### config.mk
export PLATFORM = sky130hd
export DESIGN_NAME = ultrasonic_ranging_controller_flat
export DESIGN_NICKNAME = d
export VERILOG_FILES = /design/src/design/urc_pkg.sv /design/src/design/urc_echo_if.sv /design/src/design/urc_result_if.sv /design/src/design/urc_cfg_regs.sv /design/src/design/urc_phase_engine.sv /design/src/design/ultrasonic_ranging_controller.sv /design/src/flat_wrapper.sv
export SDC_FILE = /design/constraint.sdc
export NUM_CORES = 1
export LEC_CHECK = 0
export BUFFER_PORTS_ARGS = -buffer_cell sky130_fd_sc_hd__buf_2
export CORE_ASPECT_RATIO = 1.25
export CORE_MARGIN = 3
export CORE_UTILIZATION = 31
export DETAILED_ROUTE_END_ITERATION = 6
export SLEW_MARGIN = 20
export SYNTH_ARGS = -nofsm -noshare
export SYNTH_HDL_FRONTEND = slang
export SYNTH_SLANG_ARGS = --single-unit
### constraint.sdc
create_clock -name clk -period 6.25 [get_ports clk]
set_input_delay 0.625 -clock clk [delete_from_list [all_inputs] [get_ports clk]]
set_output_delay 0.625 -clock clk [all_outputs]
set_load 0.03 [all_outputs]
### src/design/urc_pkg.sv
`default_nettype none

package urc_pkg;

	localparam int unsigned NUM_CHANNELS = 3;
	localparam int unsigned WIDTH_BITS   = 16;
	localparam int unsigned REG_BITS     = 16;
	localparam int unsigned INDEX_BITS   = 3;

	localparam logic [INDEX_BITS-1:0] REG_ENABLE          = 3'd0;
	localparam logic [INDEX_BITS-1:0] REG_TRIGGER_TICKS   = 3'd1;
	localparam logic [INDEX_BITS-1:0] REG_MEASURE_TIMEOUT = 3'd2;
	localparam logic [INDEX_BITS-1:0] REG_IDLE_TICKS      = 3'd3;
	localparam logic [INDEX_BITS-1:0] REG_NO_ECHO_VALUE   = 3'd4;

	localparam logic [REG_BITS-1:0] TRIGGER_TICKS_RST   = 16'd10;
	localparam logic [REG_BITS-1:0] MEASURE_TIMEOUT_RST = 16'hFFE0;
	localparam logic [REG_BITS-1:0] IDLE_TICKS_RST      = 16'hFFFE;
	localparam logic [REG_BITS-1:0] NO_ECHO_VALUE_RST   = 16'hFFFF;
	localparam logic [WIDTH_BITS-1:0] WIDTH_RST         = 16'hFFFF;

	typedef struct packed {
		logic                enable;
		logic [REG_BITS-1:0] trigger_ticks;
		logic [REG_BITS-1:0] measure_timeout;
		logic [REG_BITS-1:0] idle_ticks;
		logic [REG_BITS-1:0] no_echo_value;
	} cfg_t;

	typedef struct packed {
		logic                                     trigger_out;
		logic [NUM_CHANNELS-1:0][WIDTH_BITS-1:0]  width;
		logic                                     cycle_done;
		logic [NUM_CHANNELS-1:0]                  timeout_mask;
	} res_t;

endpackage

`default_nettype wire

### src/design/urc_echo_if.sv
`default_nettype none

interface urc_echo_if;
	logic valid;
	logic ready;
	logic echo_a;
	logic echo_b;
	logic echo_c;

	modport source (output valid, output echo_a, output echo_b, output echo_c, input ready);
	modport sink (input valid, input echo_a, input echo_b, input echo_c, output ready);
endinterface

`default_nettype wire

### src/design/urc_result_if.sv
`default_nettype none

interface urc_result_if;
	logic        valid;
	logic        ready;
	logic        trigger_out;
	logic [15:0] width_a;
	logic [15:0] width_b;
	logic [15:0] width_c;
	logic        cycle_done;
	logic [2:0]  timeout_mask;

	modport source (
		output valid, output trigger_out, output width_a, output width_b, output width_c,
		output cycle_done, output timeout_mask, input ready
	);
	modport sink (
		input valid, input trigger_out, input width_a, input width_b, input width_c,
		input cycle_done, input timeout_mask, output ready
	);
endinterface

`default_nettype wire

### src/design/urc_cfg_regs.sv
`default_nettype none

module urc_cfg_regs (
	input  wire                            clk,
	input  wire                            arst_n,
	input  wire                            cfg_we,
	input  wire [urc_pkg::INDEX_BITS-1:0]  cfg_index,
	input  wire [urc_pkg::REG_BITS-1:0]    cfg_wdata,
	output urc_pkg::cfg_t                  cfg
);
	import urc_pkg::*;

	cfg_t cfg_q;

	always_ff @(posedge clk or negedge arst_n) begin
		if (!arst_n) begin
			cfg_q.enable          <= 1'b0;
			cfg_q.trigger_ticks   <= TRIGGER_TICKS_RST;
			cfg_q.measure_timeout <= MEASURE_TIMEOUT_RST;
			cfg_q.idle_ticks      <= IDLE_TICKS_RST;
			cfg_q.no_echo_value   <= NO_ECHO_VALUE_RST;
		end else if (cfg_we) begin
			unique case (cfg_index)
				REG_ENABLE:          cfg_q.enable          <= cfg_wdata[0];
				REG_TRIGGER_TICKS:   cfg_q.trigger_ticks   <= cfg_wdata;
				REG_MEASURE_TIMEOUT: cfg_q.measure_timeout <= cfg_wdata;
				REG_IDLE_TICKS:      cfg_q.idle_ticks      <= cfg_wdata;
				REG_NO_ECHO_VALUE:   cfg_q.no_echo_value   <= cfg_wdata;
				default: begin
				end
			endcase
		end
	end

	assign cfg = cfg_q;

endmodule

`default_nettype wire

### src/design/urc_phase_engine.sv
`default_nettype none

module urc_phase_engine #(
	parameter int unsigned COUNT_BITS = 16
) (
	input  wire                              clk,
	input  wire                              arst_n,
	input  wire                              step,
	input  wire [urc_pkg::NUM_CHANNELS-1:0]  echo,
	input  urc_pkg::cfg_t                    cfg,
	output urc_pkg::res_t                    res
);
	import urc_pkg::*;

	localparam int unsigned CMP_BITS = (COUNT_BITS > REG_BITS) ? COUNT_BITS : REG_BITS;
	localparam logic [COUNT_BITS-1:0] CMAX = {COUNT_BITS{1'b1}};

	localparam logic [1:0] PH_DISABLED = 2'd0;
	localparam logic [1:0] PH_TRIGGER  = 2'd1;
	localparam logic [1:0] PH_MEASURE  = 2'd2;
	localparam logic [1:0] PH_IDLE     = 2'd3;

	logic [1:0]                                phase_q, phase_d, phase_cur;
	logic [COUNT_BITS-1:0]                     tick_q, tick_d, tick_cur, tick_inc;
	logic [NUM_CHANNELS-1:0][COUNT_BITS-1:0]   rise_time_q, rise_time_d;
	logic [NUM_CHANNELS-1:0]                   rise_seen_q, rise_seen_d;
	logic [NUM_CHANNELS-1:0]                   chan_ready_q, chan_ready_d;
	logic [NUM_CHANNELS-1:0]                   prev_echo_q;
	logic [NUM_CHANNELS-1:0][WIDTH_BITS-1:0]   width_q, width_d;
	logic [NUM_CHANNELS-1:0]                   tmask;
	logic [COUNT_BITS-1:0]                     start;
	logic                                      trig;
	logic                                      done;
	logic                                      at_max;
	logic                                      hit_trigger, hit_timeout, hit_idle;

	always_comb begin
		phase_cur = cfg.enable ? ((phase_q == PH_DISABLED) ? PH_TRIGGER : phase_q) : PH_DISABLED;
		tick_cur  = (cfg.enable && phase_q == PH_DISABLED) ? '0 : tick_q;
		at_max    = (tick_cur == CMAX);
		tick_inc  = at_max ? tick_cur : tick_cur + 1'b1;

		hit_trigger = (CMP_BITS'(tick_inc) >= CMP_BITS'(cfg.trigger_ticks)) || (tick_inc == CMAX);
		hit_timeout = (CMP_BITS'(tick_inc) >= CMP_BITS'(cfg.measure_timeout)) || (tick_inc == CMAX);
		hit_idle    = (CMP_BITS'(tick_inc) >= CMP_BITS'(cfg.idle_ticks)) || (tick_inc == CMAX);

		phase_d      = phase_cur;
		tick_d       = tick_cur;
		rise_time_d  = rise_time_q;
		rise_seen_d  = rise_seen_q;
		chan_ready_d = chan_ready_q;
		width_d      = width_q;
		tmask        = '0;
		trig         = 1'b0;
		done         = 1'b0;
		start        = '0;

		unique case (phase_cur)
			PH_TRIGGER: begin
				trig   = 1'b1;
				tick_d = tick_inc;
				if (hit_trigger) begin
					phase_d      = PH_MEASURE;
					tick_d       = '0;
					rise_time_d  = '0;
					rise_seen_d  = '0;
					chan_ready_d = '0;
				end
			end
			PH_MEASURE: begin
				tick_d = tick_inc;
				for (int i = 0; i < NUM_CHANNELS; i++) begin
					start = rise_seen_q[i] ? rise_time_q[i] : '0;
					if (echo[i] && !prev_echo_q[i]) begin
						rise_time_d[i] = tick_inc;
						rise_seen_d[i] = 1'b1;
					end else if (!echo[i] && prev_echo_q[i]) begin
						width_d[i]      = WIDTH_BITS'(COUNT_BITS'(tick_inc - start));
						chan_ready_d[i] = 1'b1;
					end
				end
				if (&chan_ready_d) begin
					done    = 1'b1;
					phase_d = PH_IDLE;
					tick_d  = '0;
				end else if (hit_timeout) begin
					for (int i = 0; i < NUM_CHANNELS; i++) begin
						if (!chan_ready_d[i]) begin
							width_d[i] = cfg.no_echo_value;
							tmask[i]   = 1'b1;
						end
					end
					done    = 1'b1;
					phase_d = PH_IDLE;
					tick_d  = '0;
				end
			end
			PH_IDLE: begin
				tick_d = tick_inc;
				if (hit_idle) begin
					phase_d = PH_TRIGGER;
					tick_d  = '0;
				end
			end
			default: begin
			end
		endcase
	end

	always_ff @(posedge clk or negedge arst_n) begin
		if (!arst_n) begin
			phase_q      <= PH_DISABLED;
			tick_q       <= '0;
			rise_time_q  <= '0;
			rise_seen_q  <= '0;
			chan_ready_q <= '0;
			prev_echo_q  <= '0;
			width_q      <= {NUM_CHANNELS{WIDTH_RST}};
		end else if (step) begin
			phase_q      <= phase_d;
			tick_q       <= tick_d;
			rise_time_q  <= rise_time_d;
			rise_seen_q  <= rise_seen_d;
			chan_ready_q <= chan_ready_d;
			prev_echo_q  <= echo;
			width_q      <= width_d;
		end
	end

	always_comb begin
		res.trigger_out  = trig;
		res.width        = width_d;
		res.cycle_done   = done;
		res.timeout_mask = tmask;
	end

endmodule

`default_nettype wire

### src/design/ultrasonic_ranging_controller.sv
// Channel   Direction  Beat contents
// echo      in         echo_a, echo_b, echo_c: sampled echo levels for one tick
// result    out        trigger_out, width_a..width_c, cycle_done, timeout_mask
// cfg       in         cfg_we, cfg_index, cfg_wdata: register write, no read-back
//
// One echo beat is taken every cycle unless the result stalls; its result passes
// the input register and the result register. The phase counter and per-channel
// state update from the input register; the result register decouples both sides.
// A stalled result holds the input register, which then lowers echo.ready.
// Reset is asynchronous and active low and needs no clearing pass.
`default_nettype none

module ultrasonic_ranging_controller #(
	parameter int unsigned COUNT_BITS = 16
) (
	input  wire                            clk,
	input  wire                            arst_n,
	input  wire                            cfg_we,
	input  wire [urc_pkg::INDEX_BITS-1:0]  cfg_index,
	input  wire [urc_pkg::REG_BITS-1:0]    cfg_wdata,
	urc_echo_if.sink                       echo,
	urc_result_if.source                   result
);
	import urc_pkg::*;

	cfg_t                    cfg;
	res_t                    res_next;
	res_t                    res_q;
	logic                    res_valid_q;
	logic [NUM_CHANNELS-1:0] echo_s1;
	logic                    valid_s1;
	logic                    step;

	assign step       = valid_s1 && (!res_valid_q || result.ready);
	assign echo.ready = !valid_s1 || step;

	always_ff @(posedge clk or negedge arst_n) begin
		if (!arst_n) begin
			valid_s1 <= 1'b0;
		end else if (echo.valid && echo.ready) begin
			valid_s1 <= 1'b1;
		end else if (step) begin
			valid_s1 <= 1'b0;
		end
	end

	always_ff @(posedge clk) begin
		if (echo.valid && echo.ready) begin
			echo_s1 <= {echo.echo_c, echo.echo_b, echo.echo_a};
		end
	end

	urc_cfg_regs u_cfg_regs (
		.clk       (clk),
		.arst_n    (arst_n),
		.cfg_we    (cfg_we),
		.cfg_index (cfg_index),
		.cfg_wdata (cfg_wdata),
		.cfg       (cfg)
	);

	urc_phase_engine #(
		.COUNT_BITS (COUNT_BITS)
	) u_phase_engine (
		.clk    (clk),
		.arst_n (arst_n),
		.step   (step),
		.echo   (echo_s1),
		.cfg    (cfg),
		.res    (res_next)
	);

	always_ff @(posedge clk or negedge arst_n) begin
		if (!arst_n) begin
			res_valid_q <= 1'b0;
		end else if (step) begin
			res_valid_q <= 1'b1;
		end else if (result.ready) begin
			res_valid_q <= 1'b0;
		end
	end

	always_ff @(posedge clk) begin
		if (step) begin
			res_q <= res_next;
		end
	end

	assign result.valid        = res_valid_q;
	assign result.trigger_out  = res_q.trigger_out;
	assign result.width_a      = res_q.width[0];
	assign result.width_b      = res_q.width[1];
	assign result.width_c      = res_q.width[2];
	assign result.cycle_done   = res_q.cycle_done;
	assign result.timeout_mask = res_q.timeout_mask;

endmodule

`default_nettype wire

### src/flat_wrapper.sv
// flat-port wrapper written by rule: the top's interface ports become plain ports
module ultrasonic_ranging_controller_flat import urc_pkg::*;
#(
	parameter int unsigned COUNT_BITS = 16
)
  (clk, arst_n, cfg_we, cfg_index, cfg_wdata, echo_valid, echo_echo_a, echo_echo_b, echo_echo_c, echo_ready, result_valid, result_trigger_out, result_width_a, result_width_b, result_width_c, result_cycle_done, result_timeout_mask, result_ready);
  urc_echo_if echo_i ();
  urc_result_if result_i ();
  input  wire clk;
  input  wire arst_n;
  input  wire cfg_we;
  input  wire [urc_pkg::INDEX_BITS-1:0] cfg_index;
  input  wire [urc_pkg::REG_BITS-1:0] cfg_wdata;
  input wire logic [$bits(echo_i.valid)-1:0] echo_valid;
  input wire logic [$bits(echo_i.echo_a)-1:0] echo_echo_a;
  input wire logic [$bits(echo_i.echo_b)-1:0] echo_echo_b;
  input wire logic [$bits(echo_i.echo_c)-1:0] echo_echo_c;
  output wire logic [$bits(echo_i.ready)-1:0] echo_ready;
  output wire logic [$bits(result_i.valid)-1:0] result_valid;
  output wire logic [$bits(result_i.trigger_out)-1:0] result_trigger_out;
  output wire logic [$bits(result_i.width_a)-1:0] result_width_a;
  output wire logic [$bits(result_i.width_b)-1:0] result_width_b;
  output wire logic [$bits(result_i.width_c)-1:0] result_width_c;
  output wire logic [$bits(result_i.cycle_done)-1:0] result_cycle_done;
  output wire logic [$bits(result_i.timeout_mask)-1:0] result_timeout_mask;
  input wire logic [$bits(result_i.ready)-1:0] result_ready;
  assign echo_i.valid = echo_valid;
  assign echo_i.echo_a = echo_echo_a;
  assign echo_i.echo_b = echo_echo_b;
  assign echo_i.echo_c = echo_echo_c;
  assign echo_ready = echo_i.ready;
  assign result_valid = result_i.valid;
  assign result_trigger_out = result_i.trigger_out;
  assign result_width_a = result_i.width_a;
  assign result_width_b = result_i.width_b;
  assign result_width_c = result_i.width_c;
  assign result_cycle_done = result_i.cycle_done;
  assign result_timeout_mask = result_i.timeout_mask;
  assign result_i.ready = result_ready;
  ultrasonic_ranging_controller #(.COUNT_BITS(COUNT_BITS)) u_core (.clk(clk), .arst_n(arst_n), .cfg_we(cfg_we), .cfg_index(cfg_index), .cfg_wdata(cfg_wdata), .echo(echo_i), .result(result_i));
endmodule
==> results by group, run 1 <==
Setup path
  – CP Class: reg -> reg
  – Reg2Reg Setup Slack: approximately 340 ps
  – Critical Path RT: around 6600 ps
  – Worst-path maximum fanout: 14
  – Crit start category: flip-flop
  – Crit. End Element: flip-flop
  – R2r worst-path depth: 15
  – Worst EP arrival: ~6200 ps

CTS
  – Clock Path Buffers: 3
  – # resized after CTS: 0
  – Hold buffer count at cts: 0
  – Post-CTS Setup Inserts: 0
  – Skew-Pair Late Insertion Delay: 560 ps
  – CTS Buf Count: 26
  – CTS tree: built
  – Clock Pin Slew Worst Setup and Hold Paths: about 60 ps
  – CTS root buffer: clkbuf_16
  – Total number of clock tree sinks: ~250
  – # H-tree levels: 1

Min path
  – HP Class: in -> async

Cells and area
  – Area grow syn2layout: 14.5%
  – Share of cells above drive strength 1: 23.0%
  – Fill count: about 4600
  – Diodes inserted: 0
  – Nets: 1641
  – Post-route insts no fill: about 2100

Route
  – Initial DRC Count: between 900 and 1000
  – Routed length per instance: around 22 µm
  – Via Count: between 10000 and 15000
  – Final ANT Viol Nets: 0
  – Total Wirelength: 47900 µm
  – Drt pass-1 iters: 5
  – DR vias/cell: between 5 and 6
  – DRC Markers: 0

Pwr
  – Sw frac: 42.9%
  – Total power after layout: approximately 8.8 mW
  – Int Pwr: 5.01 mW
  – Power Density: 527 mW/mm²
  – Combinational Power Share: roughly half
  – Leakage: 7.02 nW
  – Power share of the clock group: roughly a fifth
  – Psw: ~3.8 mW
  – Peak VDD IR: roughly 0.22 mV
  – Sequential share of power: 31.2%

Global routing
  – Initial antenna violation count: 0
  – First-pass GRT wire length: just over 70000 µm
  – Total GRT Usage: between 10% and 20%
  – Vias in the first global route: ~12000
  – Largest net degree at the start of global routing: between 90 and 100
  – Congestion Overflow GR: 0

Synthesis
  – Synth Area in XOR/XNOR: approximately 2.7%
  – Count leader, synth: nand2_1
  – Yosys warnings: 0
  – Most area-consuming cells after synthesis: dfrtp_1, dfstp_2, edfxtp_1, ha_1, mux2_2
  – Post-synthesis adder-cell area fraction: under 10%
  – Multiplexer area fraction after synthesis: under 10%
  – Cells after synthesis: 1444
  – Post-synthesis cell type count: 97
  – Synth Area in Simple Gates: 14.1%
  – Post-synth top area share: between 10% and 20%
  – Synth top cells by count: nand2_1, nor2_1, dfrtp_1, o21ai_0, dfstp_2
  – Sequential cell area fraction in the yosys report: 45.1%
  – Synthesized area: between 0.01 and 0.015 mm²
  – Ys async rst share: 77.2%
  – Avg Cell Area, Syn: around 10 µm²
  – Mapped Nets: 1559
  – Most used DFF post-synth: dfrtp_1
  – Largest family of logic cells by synthesized area: compound AO/OA/AOI/OAI gates
  – Synthesis-stage register bit count: ~250
  – Post-synth EDFFs: 56
  – Synth area leader: dfrtp_1
  – Compound-Gate Fraction of Synth Area: between 20% and 30%

Status
  – Outcome: complete, no violations

Floorplanning
  – Die width: 200 µm
  – Initial core utilization: a little under a third
  – Die area: a little under 0.05 mm²
  – Core area: around 0.046 mm²
  – Rows: 88
  – Boundary pin count: 82
  – DIE HEIGHT: approximately 250 µm

Timing
  – Setup ws final: approximately 340 ps
  – Max Fclk: roughly 170 MHz
  – Final setup viols: 0
  – Worst slew pin tran: about 1000 ps
  – Final setup TNS: 0 ps
  – Final Cycle Share: 94.6%
  – RSZ-0062 raised after global routing: false
  – Slew Limit Fails: 0
  – Clock Skew: 20.0 ps
  – Max_slew headroom: between 30% and 40%
  – Final hold vios: 0
  – Minimum clock period: between 5000 and 6000 ps

Placement
  – Dpl hpwl: ~35000 µm
  – Port Buffers: slightly above 80
  – GPL Wtd Cong: ~0.9
  – Worst slack, placed: a little over 500 ps
  – Placed Instances: ~2100

Flow run
  – Max Cap Violations: 0
==> per-layer routing <==
metal  up-vias  track usage [%]  wire length (µm)
li1       5444                -                 -
met1      5787             24.2             19800
met2       404             32.6             23000
met3       106             2.22              2430
met4         0             9.51              2630
met5         -                0                 0
==> cells by family (layout without fill, tap and decap cells) <==
kind of cell,after synthesis,count (layout)
and+or+nand+nor,425,425
AOI/OAI and AO/OA,414,414
DFF,246,246
buffers and inverters,156,258
adders and majority gates,91,91
muxes,68,68
xor gates and xnor gates,44,44
==> power by group through the flow <==
stage	clock network (mW)	logic (mW)	registers, mW
after floorplan	0	2.98	2.70
after global placement	0	4.24	2.74
after detailed placement	0	4.31	2.75
after CTS	1.70	4.34	2.73
after global routing	1.76	4.81	2.79
final	1.67	4.37	2.74
==> area by class of cell <==
type	instances	area [µm²]	area share, %
clock inverter	14	194	1.17
timing repair buffer	120	727	4.37
sequential	246	6550	39.4
tap	585	732	4.40
inverter	90	338	2.03
multi-input combinational	1042	7390	44.4
clock buffer	34	702	4.22
==> stage by stage <==
| step | hold slack [ps] | utilization, % | area, µm² |
|---|---|---|---|
| 4_1_cts | 177 | 35.9 | 16600 |
| 2_1_floorplan | 329 | - | 14500 |
| 3_3_place_gp | 460 | 34.0 | 15700 |
| 6_report | 156 | 36.0 | 16600 |
| 3_5_place_dp | 465 | 34.0 | 15700 |
| 5_1_grt | 217 | 36.0 | 16600 |
==> state kept, by name, indices dropped and copies added (netlist names) <==
register / flops
u_core.result.width_b: 16
u_core.u_phase_engine.rise_seen_q: 3
u_core.u_phase_engine.chan_ready_q: 3
u_core.echo_s1: 3
u_core.valid_s1: 1
u_core.result.timeout_mask: 3
u_core.result.valid: 1
u_core.u_phase_engine.width_q: 48
u_core.u_phase_engine.rise_time_q: 48
u_core.result.width_c: 16
u_core.u_phase_engine.phase_q: 2
u_core.u_phase_engine.prev_echo_q: 3
u_core.u_cfg_regs.cfg: 65
u_core.u_phase_engine.tick_q: 16
u_core.result.trigger_out: 1
u_core.result.cycle_done: 1
u_core.result.width_a: 16
==> worst max-delay path, cell delays in order, from the launching register on <==
cell	delay (ps)
dfrtp_1	460
or3b_1	460
and2_1	210
ha_1	260
and3_1	310
o211ai_1	680
inv_1	530
ha_1	440
a21o_1	180
a221o_1	340
a211oi_1	460
a211oi_1	120
a41oi_1	590
a31oi_1	170
buf_4	240
o22a_1	200
==> placed cells by master, fill, tap and decap left out, types with 14 or more instances in the layout <==
cell type and count:
ha_1 85, nor2_1 106, nand3_1 17, a31oi_1 15, clkbuf_16 27, a2bb2oi_1 16
nand2b_1 17, a211oi_1 21, mux2_2 60, and2_1 17, o22ai_1 17, dfrtp_1 98
nor2b_1 14, buf_2 80, o21ai_0 94, inv_1 88, a21o_1 22, dfstp_2 92
edfxtp_1 56, buf_4 38, xor2_1 19, nand2_1 156, a22o_1 24, xnor2_1 25
a21oi_1 65, nor3_1 27, o21a_1 16
==> path summary, 6_finish.rpt <==
path	from	end
setup / recovery	u_core.u_phase_engine.phase_q[1]$_DFFE_PN0P_	u_core.result.width_b[13]$_DFFE_PP_
hold / removal	arst_n	u_core.u_cfg_regs.cfg[16]$_DFFE_PN0P_
setup reg to reg	u_core.u_phase_engine.phase_q[1]$_DFFE_PN0P_	u_core.result.width_b[13]$_DFFE_PP_
hold reg to reg	u_core.u_phase_engine.width_q[38]$_DFFE_PN1P_	u_core.u_phase_engine.width_q[38]$_DFFE_PN1P_
max in group asynchronous	arst_n	u_core.u_phase_engine.width_q[1]$_DFFE_PN1P_
min in group clk	echo_echo_a	u_core.echo_s1[0]$_DFFE_PP_
Note: power is estimated with default switching activity, not from simulation.
==> inputs of run 2 (changes only) <==
--- a/config.mk
+++ b/config.mk
@@ -6,10 +6,13 @@
 export NUM_CORES = 1
 export LEC_CHECK = 0
 export BUFFER_PORTS_ARGS = -buffer_cell sky130_fd_sc_hd__buf_2
+export CELL_PAD_IN_SITES_DETAIL_PLACEMENT = 0
+export CELL_PAD_IN_SITES_GLOBAL_PLACEMENT = 1
 export CORE_ASPECT_RATIO = 1.25
 export CORE_MARGIN = 3
 export CORE_UTILIZATION = 31
 export DETAILED_ROUTE_END_ITERATION = 6
+export PLACE_DENSITY_LB_ADDON = 0.1
 export SLEW_MARGIN = 20
 export SYNTH_ARGS = -nofsm -noshare
 export SYNTH_HDL_FRONTEND = slang
==> results by group, run 2 (synthesized netlist as in run 1, its figures left out) <==
Setup path
  – Worst-path maximum fanout: 14 (unchanged)
  – R2r endpoint: u_core.result.width_a[15]$_DFFE_PP_ (was u_core.result.width_b[13]$_DFFE_PP_)
  – Worst EP arrival: 6040 ps (was 6210 ps)
  – Crit start category: flip-flop (unchanged)
  – Reg2Reg Setup Slack: 510 ps (was 340 ps)
  – Critical Path RT: 6550 ps (about the same)
  – CP Class: reg -> reg (unchanged)
  – Critical register-to-register path startpoint: u_core.u_phase_engine.phase_q[1]$_DFFE_PN0P_ (unchanged)
  – Crit. End Element: flip-flop (unchanged)
  – R2r worst-path depth: 19 (was 15)

Cells and area
  – Fill count: 4661 (was 4627)
  – Nets: 1648 (was 1641)
  – Commonest non-fill, non-tap cell in the layout: nand2_1 (unchanged)
  – Register area: 0.00655 mm² (unchanged)
  – Max FFs per register: 65 (unchanged)
  – Post-route insts no fill: 2142 (was 2131)
  – Share of cells above drive strength 1: 24.1% (was 23.0%)
  – Diodes inserted: 0 (unchanged)
  – Highest-count cells in the layout ignoring fill and taps: nand2_1, nor2_1, dfrtp_1, o21ai_0, dfstp_2 (unchanged)
  – Area grow syn2layout: 15.3% (was 14.5%)
  – Area of the multi-input gates: 0.00740 mm² (was 0.00739 mm²)

Route
  – Total Wirelength: 52500 µm (was 47900 µm)
  – DRC Markers: 0 (unchanged)
  – Drt pass-1 iters: 5 (unchanged)
  – Initial DRC Count: 647 (was 902)
  – Via Count: 11490 (was 11741)
  – Final ANT Viol Nets: 0 (unchanged)
  – Routed length per instance: 24.5 µm (was 22.5 µm)
  – DR vias/cell: 5.36 (was 5.51)

Timing
  – Final setup TNS: 0 ps (unchanged)
  – Max_slew headroom: 33.0% (was 30.3%)
  – Worst slew pin tran: 999 ps (was 1050 ps)
  – RSZ-0062 raised after global routing: false (unchanged)
  – Slew Limit Fails: 0 (unchanged)
  – Minimum hold slack: 158 ps (was 156 ps)
  – Final Cycle Share: 91.8% (was 94.6%)
  – Clock Skew: 15.7 ps (was 20.0 ps)
  – Final setup viols: 0 (unchanged)
  – Final hold vios: 0 (unchanged)
  – Max Fclk: 174 MHz (was 169 MHz)
  – Minimum clock period: 5740 ps (was 5910 ps)

Pwr
  – Sequential share of power: 30.5% (was 31.2%)
  – Psw: 3.91 mW (was 3.77 mW)
  – Sw frac: 43.6% (was 42.9%)
  – Combinational Power Share: 49.7% (was 49.8%)
  – Int Pwr: 5.06 mW (was 5.01 mW)
  – Power Density: 536 mW/mm² (was 527 mW/mm²)
  – Leakage: 7.09 nW (was 7.02 nW)
  – Power share of the clock group: 19.8% (was 19.0%)
  – Peak VDD IR: 0.190 mV (was 0.222 mV)

Global routing
  – Initial antenna violation count: 0 (unchanged)
  – Congestion Overflow GR: 0 (unchanged)
  – Vias in the first global route: 11497 (was 11686)
  – First-pass GRT wire length: 77500 µm (was 72400 µm)
  – Total GRT Usage: 21.1% (was 19.2%)
  – Largest net degree at the start of global routing: 89 (was 93)

CTS
  – CTS tree: built (unchanged)
  – # resized after CTS: 0 (unchanged)
  – Clock Pin Slew Worst Setup and Hold Paths: 60 ps (about the same)
  – CTS Buf Count: 30 (was 26)
  – Clock Path Buffers: 3 (unchanged)
  – Total number of clock tree sinks: 246 (unchanged)
  – Hold buffer count at cts: 0 (unchanged)
  – CTS root buffer: clkbuf_16 (unchanged)
  – # H-tree levels: 1 (unchanged)
  – Skew-Pair Late Insertion Delay: 590 ps (was 560 ps)
  – Post-CTS Setup Inserts: 0 (unchanged)

Placement
  – Dpl hpwl: 39200 µm (was 35300 µm)
  – Placed Instances: 2086 (was 2082)
  – Port Buffers: 81 (unchanged)
  – GPL Wtd Cong: 0.910 (was 0.912)

Floorplanning
  – Die width: 200 µm (unchanged)
  – Initial core utilization: 31.4% (unchanged)
  – Core area: 0.0462 mm² (unchanged)
  – Boundary pin count: 82 (unchanged)
  – DIE HEIGHT: 248 µm (unchanged)
  – Die area: 0.0495 mm² (unchanged)
  – Rows: 88 (unchanged)

Status
  – Outcome: complete, no violations (unchanged)

Flow run
  – Max Cap Violations: 0 (unchanged)

Min path
  – HP Class: in -> async (unchanged)
-- run 2: changes by cell type in the layout (fill, tap and decap cells not counted), sizes merged --
cell / before / now
clkinvlp: 1 / 3
bufinv: 5 / 2
buf: 119 / 122
clkinv: 8 / 10
inv: 90 / 91
clkbuf: 35 / 41
-- run 2: worst max path at each step --
stage | from | endpoint | cells after the start
finish | u_core.u_phase_engine.phase_q[1]$_DFFE_PN0P_ | u_core.result.width_a[15]$_DFFE_PP_ | 19
global route | u_core.u_phase_engine.phase_q[1]$_DFFE_PN0P_ | u_core.result.width_a[15]$_DFFE_PP_ | 19
CTS | u_core.u_phase_engine.phase_q[1]$_DFFE_PN0P_ | u_core.result.width_a[15]$_DFFE_PP_ | 19
detailed placement | u_core.u_phase_engine.phase_q[1]$_DFFE_PN0P_ | u_core.result.width_a[15]$_DFFE_PP_ | 19
global placement | u_core.u_phase_engine.phase_q[1]$_DFFE_PN0P_ | u_core.result.width_c[11]$_DFFE_PP_ | 20
floorplan | u_core.u_phase_engine.phase_q[1]$_DFFE_PN0P_ | u_core.result.width_a[13]$_DFFE_PP_ | 22
-- run 2: routing by layer --
layer | wire length [µm] | vias to the layer above | part of all wire [%] | GRT usage [%]
li1 | - | 5463 | - | -
met1 | 22800 | 5676 | 43 | 27.2
met2 | 25800 | 273 | 49 | 37.0
met3 | 2060 | 78 | 3.9 | 2.22
met4 | 1860 | 0 | 3.5 | 7.41
met5 | 0 | - | 0 | 0
-- run 2: critical path, stage by stage, from the launching register on --
cell and delay [ps]:
dfrtp_1 460, or3b_1 430, and2_1 200, ha_1 280, and3_1 310, nand3_2 190, o211ai_2 110, xor2_1 180
or2_2 340, inv_1 70, buf_4 230, ha_1 260, and3_1 200, a221o_1 330, a211oi_1 440, a2111oi_4 160
o21ai_2 340, buf_4 230, a21o_1 500, a21boi_0 190
-- run 2: layout make-up --
class	count	share of cell area [%]
Clock buffer	40	5.07
Timing Repair Buffer	123	4.36
Tap cell	585	4.37
Clock inverter	16	0.889
Sequential cell	246	39.1
Multi-Input combinational cell	1042	44.2
Inverter	90	2.02
-- run 2: per-stage QoR --
stage	cell area, µm²	util, %	worst slack (ps)	total power [mW]
after floorplan	14500	-	855	5.69
after global placement	15800	34.1	660	7.21
after detailed placement	15800	34.1	570	7.22
after CTS	16700	36.2	565	9.04
after global routing	16700	36.2	251	9.59
final	16700	36.2	513	8.98
-- run 2: power groups by stage --
| stage | registers, mW | clock network [mW] | logic (mW) |
|---|---|---|---|
| floorplan | 2.70 | 0 | 2.98 |
| global placement | 2.76 | 0 | 4.45 |
| detailed placement | 2.77 | 0 | 4.45 |
| CTS | 2.74 | 1.83 | 4.47 |
| global route | 2.81 | 1.89 | 4.90 |
| finish | 2.74 | 1.77 | 4.46 |
